==> src/hw/rtl/decimal_token_to_binary_integer_macros.svh <==
// Assertion macros shared by the decimal token converter.
`ifndef DECIMAL_TOKEN_TO_BINARY_INTEGER_MACROS_SVH
`define DECIMAL_TOKEN_TO_BINARY_INTEGER_MACROS_SVH

// The consequent must hold in the same cycle as the antecedent.
`define DTBI_ASSERT_NOW(lbl, ante, cons) \
  lbl: assert property (@(posedge clk) disable iff (rst) (ante) |-> (cons)) \
    else $error("dtbi assertion failed");

// The consequent must hold in the cycle after the antecedent.
`define DTBI_ASSERT_NEXT(lbl, ante, cons) \
  lbl: assert property (@(posedge clk) disable iff (rst) (ante) |=> (cons)) \
    else $error("dtbi assertion failed");

`endif

==> src/hw/rtl/dtbi_pkg.sv <==
// Types and constants for the decimal token converter.
package dtbi_pkg;

  localparam int LEN_W = 6;
  localparam logic [LEN_W-1:0] LEN_MAX = 6'd63;
  localparam logic [LEN_W-1:0] TOKEN_LIMIT = 6'd28;

  localparam logic [7:0] CH_SPACE = 8'd32;
  localparam logic [7:0] CH_PLUS = 8'd43;
  localparam logic [7:0] CH_MINUS = 8'd45;
  localparam logic [7:0] CH_ZERO = 8'd48;
  localparam logic [7:0] CH_NINE = 8'd57;

  typedef enum logic [1:0] {
    ST_OK   = 2'd0,
    ST_BAD  = 2'd1,
    ST_LONG = 2'd2
  } status_t;

  typedef enum logic [2:0] {
    IT_I8  = 3'd0,
    IT_I16 = 3'd1,
    IT_I32 = 3'd2,
    IT_I64 = 3'd3,
    IT_U8  = 3'd4,
    IT_U16 = 3'd5,
    IT_U32 = 3'd6,
    IT_U64 = 3'd7
  } int_type_t;

  typedef struct packed {
    logic             in_token;
    logic [LEN_W-1:0] length;
    logic [63:0]      magnitude;
    logic             overflow;
    logic             negative;
    logic             digit_seen;
    logic             bad_char;
  } tok_t;

  typedef struct packed {
    logic [63:0] value;
    logic [1:0]  status;
  } result_t;

endpackage

==> src/hw/rtl/dtbi_text_if.sv <==
// Channel interface that carries one text byte or the end-of-stream mark.
interface dtbi_text_if;
  logic       valid;
  logic       ready;
  logic [7:0] ch;
  logic       stream_end;

  modport source(output valid, output ch, output stream_end, input ready);
  modport sink(input valid, input ch, input stream_end, output ready);
endinterface

==> src/hw/rtl/dtbi_result_if.sv <==
// Channel interface that carries one converted value with its status.
interface dtbi_result_if;
  logic        valid;
  logic        ready;
  logic [63:0] value;
  logic [1:0]  status;

  modport source(output valid, output value, output status, input ready);
  modport sink(input valid, input value, input status, output ready);
endinterface

==> src/hw/rtl/dtbi_token_acc.sv <==
// Token state register with the per-byte decimal accumulate and flag update.
module dtbi_token_acc
  import dtbi_pkg::*;
(
  input  logic       clk,
  input  logic       rst,
  input  logic       step,
  input  logic [7:0] ch,
  input  logic       stream_end,
  output tok_t       tok,
  output logic       closing
);

  tok_t        tok_next;
  logic        is_space;
  logic        is_digit;
  logic [3:0]  digit;
  logic [67:0] product;

  assign is_space = stream_end || (ch <= CH_SPACE);
  assign is_digit = (ch >= CH_ZERO) && (ch <= CH_NINE);
  assign digit = 4'(ch - CH_ZERO);
  assign product = ({4'd0, tok.magnitude} << 3) + ({4'd0, tok.magnitude} << 1)
                   + {64'd0, digit};
  assign closing = is_space && tok.in_token;

  always_comb begin
    tok_next = tok;
    if (is_space) begin
      tok_next = '0;
    end else begin
      priority if (is_digit) begin
        tok_next.magnitude = product[63:0];
        tok_next.overflow = tok.overflow || (product[67:64] != 4'd0);
        tok_next.digit_seen = 1'b1;
      end else if ((tok.length == '0) && ((ch == CH_MINUS) || (ch == CH_PLUS))) begin
        tok_next.negative = (ch == CH_MINUS);
      end else begin
        tok_next.bad_char = 1'b1;
      end
      tok_next.in_token = 1'b1;
      if (tok.length != LEN_MAX) begin
        tok_next.length = tok.length + 1'b1;
      end
    end
  end

  always_ff @(posedge clk) begin
    if (rst) begin
      tok <= '0;
    end else if (step) begin
      tok <= tok_next;
    end
  end

endmodule

==> src/hw/rtl/dtbi_finish.sv <==
// Range check, sign application and status for a closed token.
module dtbi_finish
  import dtbi_pkg::*;
(
  input  tok_t      tok,
  input  int_type_t itype,
  output result_t   res
);

  logic [63:0] mask;
  logic [63:0] half;
  logic [63:0] limit;
  logic        is_unsigned;

  assign is_unsigned = itype[2];

  always_comb begin
    unique case (itype[1:0])
      2'd0: begin
        mask = 64'h0000_0000_0000_00FF;
        half = 64'h0000_0000_0000_0080;
      end
      2'd1: begin
        mask = 64'h0000_0000_0000_FFFF;
        half = 64'h0000_0000_0000_8000;
      end
      2'd2: begin
        mask = 64'h0000_0000_FFFF_FFFF;
        half = 64'h0000_0000_8000_0000;
      end
      default: begin
        mask = 64'hFFFF_FFFF_FFFF_FFFF;
        half = 64'h8000_0000_0000_0000;
      end
    endcase
  end

  always_comb begin
    priority if (is_unsigned) begin
      limit = mask;
    end else if (tok.negative) begin
      limit = half;
    end else begin
      limit = half - 64'd1;
    end
  end

  always_comb begin
    res.value = '0;
    priority if (tok.length >= TOKEN_LIMIT) begin
      res.status = ST_LONG;
    end else if (tok.bad_char || !tok.digit_seen || tok.overflow ||
                 (is_unsigned && tok.negative) || (tok.magnitude > limit)) begin
      res.status = ST_BAD;
    end else begin
      res.status = ST_OK;
      res.value = tok.negative ? ((64'd0 - tok.magnitude) & mask)
                               : (tok.magnitude & mask);
    end
  end

endmodule

==> src/hw/rtl/decimal_token_to_binary_integer.sv <==
// Top level of the decimal token to binary integer converter.
//
//   Channel   Kind       Contents
//   text      sink       ch, stream_end
//   result    source     value, status
//   cfg       write only cfg_we, cfg_wdata (integer type)
//
// One byte is taken per cycle unless a waiting result holds a closing byte; a
// closing byte passes the input register, then its result enters the output register.
// The token accumulator takes one multiply-by-ten add per cycle in which a byte advances.
// Reset clears the token state and the input and output valid flags, and sets the type to i32.
// A waiting result stalls a byte that closes a token, and the bytes behind it.
module decimal_token_to_binary_integer
  import dtbi_pkg::*;
(
  input  logic       clk,
  input  logic       rst,
  input  logic       cfg_we,
  input  logic [2:0] cfg_wdata,
  dtbi_text_if.sink  text,
  dtbi_result_if.source result
);

  `include "decimal_token_to_binary_integer_macros.svh"

  int_type_t  integer_type;
  logic       s1_valid;
  logic [7:0] s1_ch;
  logic       s1_end;
  logic       advance;
  logic       emit;
  logic       closing;
  tok_t       tok;
  result_t    fin;
  logic       out_valid;
  result_t    out_data;

  always_ff @(posedge clk) begin
    if (rst) begin
      integer_type <= IT_I32;
    end else if (cfg_we) begin
      integer_type <= int_type_t'(cfg_wdata);
    end
  end

  assign emit = s1_valid && closing;
  assign advance = s1_valid && (!emit || !out_valid || result.ready);
  assign text.ready = !s1_valid || advance;

  always_ff @(posedge clk) begin
    if (rst) begin
      s1_valid <= 1'b0;
    end else if (text.ready) begin
      s1_valid <= text.valid;
    end
  end

  always_ff @(posedge clk) begin
    if (text.ready && text.valid) begin
      s1_ch <= text.ch;
      s1_end <= text.stream_end;
    end
  end

  dtbi_token_acc u_acc (
    .clk        (clk),
    .rst        (rst),
    .step       (advance),
    .ch         (s1_ch),
    .stream_end (s1_end),
    .tok        (tok),
    .closing    (closing)
  );

  dtbi_finish u_finish (
    .tok   (tok),
    .itype (integer_type),
    .res   (fin)
  );

  always_ff @(posedge clk) begin
    if (rst) begin
      out_valid <= 1'b0;
    end else if (advance && emit) begin
      out_valid <= 1'b1;
    end else if (result.ready) begin
      out_valid <= 1'b0;
    end
  end

  always_ff @(posedge clk) begin
    if (advance && emit) begin
      out_data <= fin;
    end
  end

  assign result.valid = out_valid;
  assign result.value = out_data.value;
  assign result.status = out_data.status;

  // A failed transaction carries a zero value, and status code three never appears.
  `DTBI_ASSERT_NOW(a_status_code, out_valid, out_data.status != 2'd3)
  `DTBI_ASSERT_NOW(a_error_zero, out_valid && (out_data.status != ST_OK), out_data.value == '0)
  `DTBI_ASSERT_NEXT(a_close_clears, advance && emit, !tok.in_token && out_valid)

endmodule

==> src/flat_wrapper.sv <==
// flat-port wrapper written by rule: the top's interface ports become plain ports
module decimal_token_to_binary_integer_flat import dtbi_pkg::*;
  (clk, rst, cfg_we, cfg_wdata, text_valid, text_ch, text_stream_end, text_ready, result_valid, result_value, result_status, result_ready);
  dtbi_text_if text_i ();
  dtbi_result_if result_i ();
  input  logic clk;
  input  logic rst;
  input  logic cfg_we;
  input  logic [2:0] cfg_wdata;
  input wire logic [$bits(text_i.valid)-1:0] text_valid;
  input wire logic [$bits(text_i.ch)-1:0] text_ch;
  input wire logic [$bits(text_i.stream_end)-1:0] text_stream_end;
  output wire logic [$bits(text_i.ready)-1:0] text_ready;
  output wire logic [$bits(result_i.valid)-1:0] result_valid;
  output wire logic [$bits(result_i.value)-1:0] result_value;
  output wire logic [$bits(result_i.status)-1:0] result_status;
  input wire logic [$bits(result_i.ready)-1:0] result_ready;
  assign text_i.valid = text_valid;
  assign text_i.ch = text_ch;
  assign text_i.stream_end = text_stream_end;
  assign text_ready = text_i.ready;
  assign result_valid = result_i.valid;
  assign result_value = result_i.value;
  assign result_status = result_i.status;
  assign result_i.ready = result_ready;
  decimal_token_to_binary_integer u_core (.clk(clk), .rst(rst), .cfg_we(cfg_we), .cfg_wdata(cfg_wdata), .text(text_i), .result(result_i));
endmodule
==> config.mk <==
export PLATFORM = sky130hd
export DESIGN_NAME = decimal_token_to_binary_integer_flat
export DESIGN_NICKNAME = d
export VERILOG_FILES = /design/src/hw/rtl/dtbi_pkg.sv /design/src/hw/rtl/dtbi_text_if.sv /design/src/hw/rtl/dtbi_result_if.sv /design/src/hw/rtl/dtbi_token_acc.sv /design/src/hw/rtl/dtbi_finish.sv /design/src/hw/rtl/decimal_token_to_binary_integer.sv /design/src/flat_wrapper.sv
export VERILOG_INCLUDE_DIRS = /design/src /design/src/hw/rtl
export SDC_FILE = /design/constraint.sdc
export NUM_CORES = 1
export LEC_CHECK = 0
export BUFFER_PORTS_ARGS = -buffer_cell sky130_fd_sc_hd__buf_2
export CAP_MARGIN = 20
export CORE_MARGIN = 3
export CORE_UTILIZATION = 35
export CTS_CLUSTER_SIZE = 10
export DETAILED_ROUTE_END_ITERATION = 12
export PLACE_DENSITY = 0.51
export SYNTH_ARGS = -nofsm -noshare
export SYNTH_HDL_FRONTEND = slang
export SYNTH_HIERARCHICAL = 1
export SYNTH_SLANG_ARGS = --single-unit
==> constraint.sdc <==
create_clock -name clk -period 6.7 [get_ports clk]
set_input_delay 0.67 -clock clk [delete_from_list [all_inputs] [get_ports clk]]
set_output_delay 0.67 -clock clk [all_outputs]
set_load 0.02 [all_outputs]
==> results by group, run 1 <==
Outcome
  – Status: completed

Critical path
  – Worst Setup SP: u_core/u_acc/tok[2]$_SDFFE_PP0P_
  – Worst R2R Setup Slack: roughly 2.2 ns
  – Max stage delay on crit path: 0.88 ns
  – Worst reg2reg path endpoint: u_core/result.value[7]$_DFFE_PP_
  – Buf+Inv Stages, Crit Path: 3
  – Critical Path Fanout Max: 45
  – Worst path slowest cell: dfxtp_2
  – CP arrival: between 4 and 5 ns
  – Critical Path Sink Type: register
  – Critical path class: reg2reg
  – CP startpoint kind: register
  – Worst path depth: 12
  – R2R cell count: 12
  – Setup crit end: u_core/result.value[7]$_DFFE_PP_
  – Largest delay share family, worst path: compound AO/OA/AOI/OAI gates
  – R2r startpoint: u_core/u_acc/tok[2]$_SDFFE_PP0P_
  – Series of cell instances along the critical path: buf_4, inv_1, ha_1, nor2b_1, ha_1, nand4_1, a21oi_1, o31a_1, o2111ai_1, a2bb2oi_4, buf_4, nor2_1
  – WP data required: 6.87 ns

Timing
  – Max_slew headroom: 0.385
  – Min Tclk post-route: 4.49 ns
  – Fin. Hold Viols: 0
  – Fmax: ~0.22 GHz
  – Slew at the pin with the worst max-slew slack: 0.923 ns
  – Post-route clock period utilization: 0.671
  – Final setup viols: 0
  – RSZ-0062 raised after global routing: false
  – Worst Clk Skew: between 0.015 and 0.02 ns
  – Fin Hold WS: slightly below 0.4 ns
  – Fin Setup TNS: 0 ns
  – Final worst slack: 2.21 ns
  – Fin. max-slew vios: 0

Pwr
  – Combinational share of power: 0.048
  – P per Cell Area: approximately 150 nW/um^2
  – Peak supply drop: approximately 0.00019 V
  – Switching portion of total power: 0.259
  – Internal power: between 1.5 and 2 mW
  – Clock Power Share: 0.465
  – P_leak: 5.74 nW
  – Sequential Power Share: 0.487
  – Switch Pwr: 538 uW

Clock network
  – Worst-skew pair later-pin latency: 0.45 ns
  – Total clock sinks: between 150 and 200
  – CTS tree: built
  – Hold Buf Count CTS: 0
  – Post-CTS Repair Setup Buffers: 0
  – CTS Buffer Depth: 2
  – Num CTS Buffers: 17
  – H-Tree Depth: 4
  – CTS root buf: clkbuf_16
  – Clock slew at reported path FFs: 0.07 ns
  – PostCTS Resize Cnt: 0

Final layout
  – Share of post-route cells with drive strength above 1: 0.119
  – Layout Nets: 1601
  – Syn-to-layout area delta: 10.9%
  – Non-filler cells in the finished layout: 1898
  – Final core utilization: 0.395
  – Antenna Cells: 0

Die
  – Die Width: 194 um
  – Initial core utilization: 0.356
  – Cell Rows: 68
  – Die area: between 30000 and 40000 um^2
  – IO Count: 85
  – Core outline area: 34700 um^2
  – Die span in y: 194 um

Synthesis
  – Ys async rst share: 0
  – Synth Cell Area: between 10000 and 15000 um^2
  – Count leader, synth: ha_1
  – Gate Count Post-Synth: 1379
  – Syn Area/Cell: around 9 um^2
  – Yosys cell types: 90
  – Area leader, netlist: edfxtp_1
  – Post-synth EDFFs: 75
  – Synth area leaders: edfxtp_1 18%, ha_1 15%, dfxtp_1 13%
  – Commonest cells post-synth: 152 x ha_1, 110 x nor2_1, 101 x a21oi_1, 101 x nand2_1, 80 x dfxtp_1
  – Syn. warnings: 6
  – Sequential share of the synthesized area: 0.312
  – Yosys reg bits: 155
  – Area share of the leading cell type in the synthesized netlist: 0.182
  – Syn Nets: about 1600
  – Ys flop type: dfxtp_1

Drt
  – Total vias in the final route: 10900
  – DR WL/cell: just under 20 um
  – Vias/cell: 5.73
  – Initial DRC count: 613
  – Antenna-violating nets left: 0
  – Pre-antenna DRT Iters: 5
  – DRC viols: 0
  – DRT Wirelength: 36700 um

GRT
  – GR Overflow Total: 0
  – Global-route wire length before repair: between 50000 and 60000 um
  – Vias in the first global route: 10400
  – Antenna violations before repair: 1
  – GRT Resource Usage Total: 0.192
  – Pin count of the biggest net entering global routing: 66

Placement
  – Placed Cells: between 1500 and 2000
  – Final Wtd Congestion: 0.907
  – IO buf count: 84
  – Post-detail-place hpwl: around 27000 um
  – Pre-CTS setup slack: 2.25 ns

Flow run
  – Total of max-cap violations: 0

Hold path
  – Hold Crit Class: in2reg
## how the worst min path moves through the flow
| stage | start | end | slack, ns | cells past startpoint |
|---|---|---|---|---|
| 6_report | text_ch[7] | u_core/s1_ch[7]$_DFFE_PP_ | 0.39 | 1 |
| 5_1_grt | text_ch[6] | u_core/s1_ch[6]$_DFFE_PP_ | 0.38 | 1 |
| 4_1_cts | text_ch[7] | u_core/s1_ch[7]$_DFFE_PP_ | 0.37 | 1 |
| 3_5_place_dp | u_core/u_acc/tok[1]$_SDFFE_PP0P_ | u_core/u_acc/tok[1]$_SDFFE_PP0P_ | 0.44 | 2 |
| 3_3_place_gp | u_core/u_acc/tok[1]$_SDFFE_PP0P_ | u_core/u_acc/tok[1]$_SDFFE_PP0P_ | 0.43 | 2 |
| 2_1_floorplan | u_core/u_acc/tok[1]$_SDFFE_PP0P_ | u_core/u_acc/tok[1]$_SDFFE_PP0P_ | 0.43 | 2 |
## power groups by stage
stage / clock, mW / combinational, mW / sequential [mW]
6_report: 0.967 / 0.0994 / 1.01
2_1_floorplan: 0 / 0.0581 / 1.04
3_5_place_dp: 0 / 0.0998 / 1.03
4_1_cts: 0.998 / 0.0999 / 1.01
3_3_place_gp: 0 / 0.0992 / 1.03
5_1_grt: 1.04 / 0.110 / 1.01
## sequential cells by signal, summed over array words and instances (netlist names)
signal / count
u_core/result.status: 2
u_core/u_acc/tok: 75
u_core/result.value: 64
u_core/s1_end: 1
u_core/integer_type: 3
u_core/result.valid: 1
u_core/s1_ch: 8
u_core/s1_valid: 1
## metal layers
metal / track usage / routed length, um / up-vias
met2: 0.308 / 16900 / 281
met3: 0.0283 / 1540 / 38
li1: - / - / 5316
met4: 0.0543 / 639 / 0
met1: 0.270 / 17700 / 5238
met5: 0 / 0 / -
## metrics by stage
stage / power (mW) / area, um^2
3_3_place_gp: 1.13 / 13200
3_5_place_dp: 1.13 / 13200
4_1_cts: 2.11 / 13700
6_report: 2.08 / 13700
5_1_grt: 2.16 / 13700
2_1_floorplan: 1.10 / 12400
## cell families (layout without fill, tap and decap cells)
family	Yosys count	count (layout)	share of synthesized area
buf+inv	98	162	0.0356
simple gates	446	446	0.182
compound gates	395	395	0.220
mux	5	5	0.00415
fa+ha+maj	154	154	0.157
xor+xnor	126	126	0.0892
flops	155	155	0.312
## cell type report
cell class / instances / area [um^2]
inverters: 36 / 135
well taps: 455 / 569
multi-input cells: 1126 / 8100
flip-flops and latches: 155 / 3850
repair buffers: 94 / 495
fillers: 3582 / 21000
clock buffers: 18 / 450
clock inverters: 14 / 121
## layout by cell type, fill, tap and decap left out, types with 7 or more instances in the layout
cell type,count
nor4_1,10
o31ai_1,18
xor2_1,79
o21a_1,12
nand3_1,31
ha_1,152
a21oi_1,101
edfxtp_1,75
nor2_1,108
nand2_1,101
nor3_1,74
a22o_1,23
a211oi_1,8
a22oi_1,39
buf_2,84
xnor2_1,47
nand4_1,42
a31oi_1,11
buf_4,10
and2_1,8
o41ai_1,11
dfxtp_1,79
inv_1,35
o21bai_1,14
nand2b_1,10
or3_1,9
clkbuf_16,18
a21o_1,16
nor2b_1,7
o21ai_0,77
Note: power is estimated with default switching activity, not from simulation.
==> run 2, diff against run 1 <==
==> constraint.sdc (replaced) <==
create_clock -name clk -period 4.5 [get_ports clk]
set_input_delay 0.45 -clock clk [delete_from_list [all_inputs] [get_ports clk]]
set_output_delay 0.45 -clock clk [all_outputs]
set_load 0.02 [all_outputs]
==> run 2 against run 1 <==
Against the previous run: sequential share of layout area shrank 0.36 points; fmax increased by 8.6%; non-clock buffer count up 18; first-iteration DRC count rose by 10%; register-to-register slack got worse by 1.8 ns; die area unchanged; utilization increased by 0.52 points; final cell count is 0.95% higher; combinational power up 63%; via count grew 0.34%; largest power group is now the clock network; highest routed layer unchanged.
==> results by group, run 2 (synthesis results as in run 1) <==
Drt
  – Antenna-violating nets left: 0 (unchanged)
  – Vias/cell: 5.69 (-0.60%)
  – Met3 Wirelength: 1900 um (+24%)
  – WL met1: 17700 um (+0.46%)
  – Pre-antenna DRT Iters: 5 (unchanged)
  – DR WL/cell: 19.5 um (+0.63%)
  – Top Layer Used: met4
  – DRT Wirelength: 37300 um (+1.6%)
  – Total vias in the final route: 10900 (+0.34%)
  – Met2 WL: 17000 um (+0.87%)
  – Initial DRC count: 674 (+10%)
  – DRC viols: 0 (unchanged)

Critical path
  – Critical path class: reg2reg
  – CP startpoint kind: register
  – Critical Path Fanout Max: 10 (-78%)
  – Max stage delay on crit path: 0.52 ns (-0.36 ns)
  – Worst path slowest cell: dfxtp_1
  – Series of cell instances along the critical path: inv_1, fa_1, inv_1, ha_1, a211oi_1, o211ai_1, a31oi_1, nor3_1, a31oi_1, buf_4, o21ai_0, a21oi_1, o21ai_0, xnor2_1, a41oi_2
  – WP data required: 4.82 ns (-2.05 ns)
  – Critical Path Sink Type: register
  – CP arrival: 4.46 ns (-0.20 ns)

Timing
  – RSZ-0062 raised after global routing: false
  – Min Tclk post-route: 4.14 ns (-0.358 ns)
  – Worst Clk Skew: 0.0190 ns (+0.00395 ns)
  – Final setup viols: 0 (unchanged)
  – Post-route clock period utilization: 0.919 (+0.248)
  – Final worst slack: 0.364 ns (-1.84 ns)
  – Slew at the pin with the worst max-slew slack: 0.911 ns (-0.0116 ns)
  – Max_slew headroom: 0.393 (+0.00774)
  – Fin Setup TNS: 0 ns (unchanged)
  – Fin. Hold Viols: 0 (unchanged)
  – Fin. max-slew vios: 0 (unchanged)
  – Fmax: 0.242 GHz (+8.6%)

Clock network
  – CTS root buf: clkbuf_16
  – CTS Buffer Depth: 2 (unchanged)
  – Hold Buf Count CTS: 0 (unchanged)
  – Total clock sinks: 155 (unchanged)
  – PostCTS Resize Cnt: 0 (unchanged)
  – CTS tree: built
  – Clock slew at reported path FFs: 0.08 ns (about the same)
  – Num CTS Buffers: 17 (unchanged)
  – Post-CTS Repair Setup Buffers: 0 (unchanged)
  – Worst-skew pair later-pin latency: 0.46 ns (about the same)
  – H-Tree Depth: 4 (unchanged)

Placement
  – Post-detail-place hpwl: 28000 um (+4.6%)
  – Post-DP Area: 13300 um^2 (+1.0%)
  – Final Wtd Congestion: 0.939 (+3.5%)
  – IO buf count: 84 (unchanged)
  – Pre-CTS setup slack: 0.412 ns (-1.84 ns)

Die
  – Core outline area: 34700 um^2 (unchanged)
  – Die Width: 194 um (unchanged)
  – IO Count: 85 (unchanged)
  – Initial core utilization: 0.356 (unchanged)
  – Die span in y: 194 um (unchanged)
  – Die area: 37600 um^2 (unchanged)
  – Cell Rows: 68 (unchanged)

Hold path
  – Hold Crit Class: in2reg

Final layout
  – Max FFs per register: 75 (unchanged)
  – Biggest register: u_core/u_acc/tok
  – Layout Nets: 1619 (+1.1%)
  – Share of post-route cells with drive strength above 1: 0.129 (+0.0109)
  – Antenna Cells: 0 (unchanged)
  – Post-route cell area: 13900 um^2 (+1.3%)
  – Final core utilization: 0.401 (+0.00519)
  – Syn-to-layout area delta: 12.4%
  – Most frequent cells in the layout: 152 x ha_1, 108 x nor2_1, 101 x nand2_1, 101 x a21oi_1, 84 x buf_2
  – Commonest non-fill, non-tap cell in the layout: ha_1

Outcome
  – Status: completed

Pwr
  – Final Power: 3.19 mW (+53%)
  – P_leak: 5.85 nW (+2.0%)
  – P per Cell Area: 229 nW/um^2 (+51%)
  – Peak supply drop: 0.000279 V (+48%)

GRT
  – Antenna violations before repair: 0 (-1)
  – Pin count of the biggest net entering global routing: 42 (-36%)
  – Vias in the first global route: 10600 (+1.4%)
  – Global-route wire length before repair: 58700 um (+0.72%)
  – GR Overflow Total: 0 (unchanged)
  – GRT Resource Usage Total: 0.194 (+0.00189)

Flow run
  – Total of max-cap violations: 0 (unchanged)
## run 2: final timing paths
kind	start	endpoint	slack, ns	depth (start not counted)
setup / recovery	u_core/u_acc/tok[6]$_SDFFE_PP0P_	u_core/u_acc/tok[3]$_SDFFE_PP0P_	0.36	15
hold / removal	text_stream_end	u_core/s1_end$_DFFE_PP_	0.17	1
setup reg to reg	u_core/u_acc/tok[6]$_SDFFE_PP0P_	u_core/u_acc/tok[3]$_SDFFE_PP0P_	0.36	15
hold reg to reg	u_core/u_acc/tok[1]$_SDFFE_PP0P_	u_core/u_acc/tok[1]$_SDFFE_PP0P_	0.45	2
## run 2: per-layer routing
metal / up-vias / global-route usage
met2: 285 / 0.316
met5: - / 0
li1: 5346 / -
met3: 35 / 0.0316
met1: 5244 / 0.268
met4: 0 / 0.0519
## run 2: stage by stage
step	std cells	hold WS, ns
floorplan	1379	0.426
global placement	1884	0.439
detailed placement	1884	0.446
CTS	1916	0.140
global route	1916	0.146
finish	1916	0.168
## run 2: layout make-up
cell class / instances / area [um^2]
timing repair buffer: 112 / 631
sequential: 155 / 3850
fill: 3500 / 20800
multi-input combinational: 1126 / 8100
clock inverter: 13 / 141
inverter: 36 / 135
tap: 455 / 569
clock buffer: 19 / 475
## run 2: critical path, delay by kind of cell (launching register included)
kind            cells  cell delay, ns
flops               1            0.52
buf+inv             3            0.36
xor+xnor            1            0.25
compound gates      8            1.92
fa+ha+maj           2            0.82
simple gates        1            0.12
## run 2: power breakdown
group	internal, mW	total [mW]	leakage [nW]	switching (mW)
combinational	0.0482	0.162	4.33	0.113
clock	0.849	1.52	0.302	0.675
sequential	1.49	1.50	1.22	0.0125
total	2.39	3.19	5.85	0.801
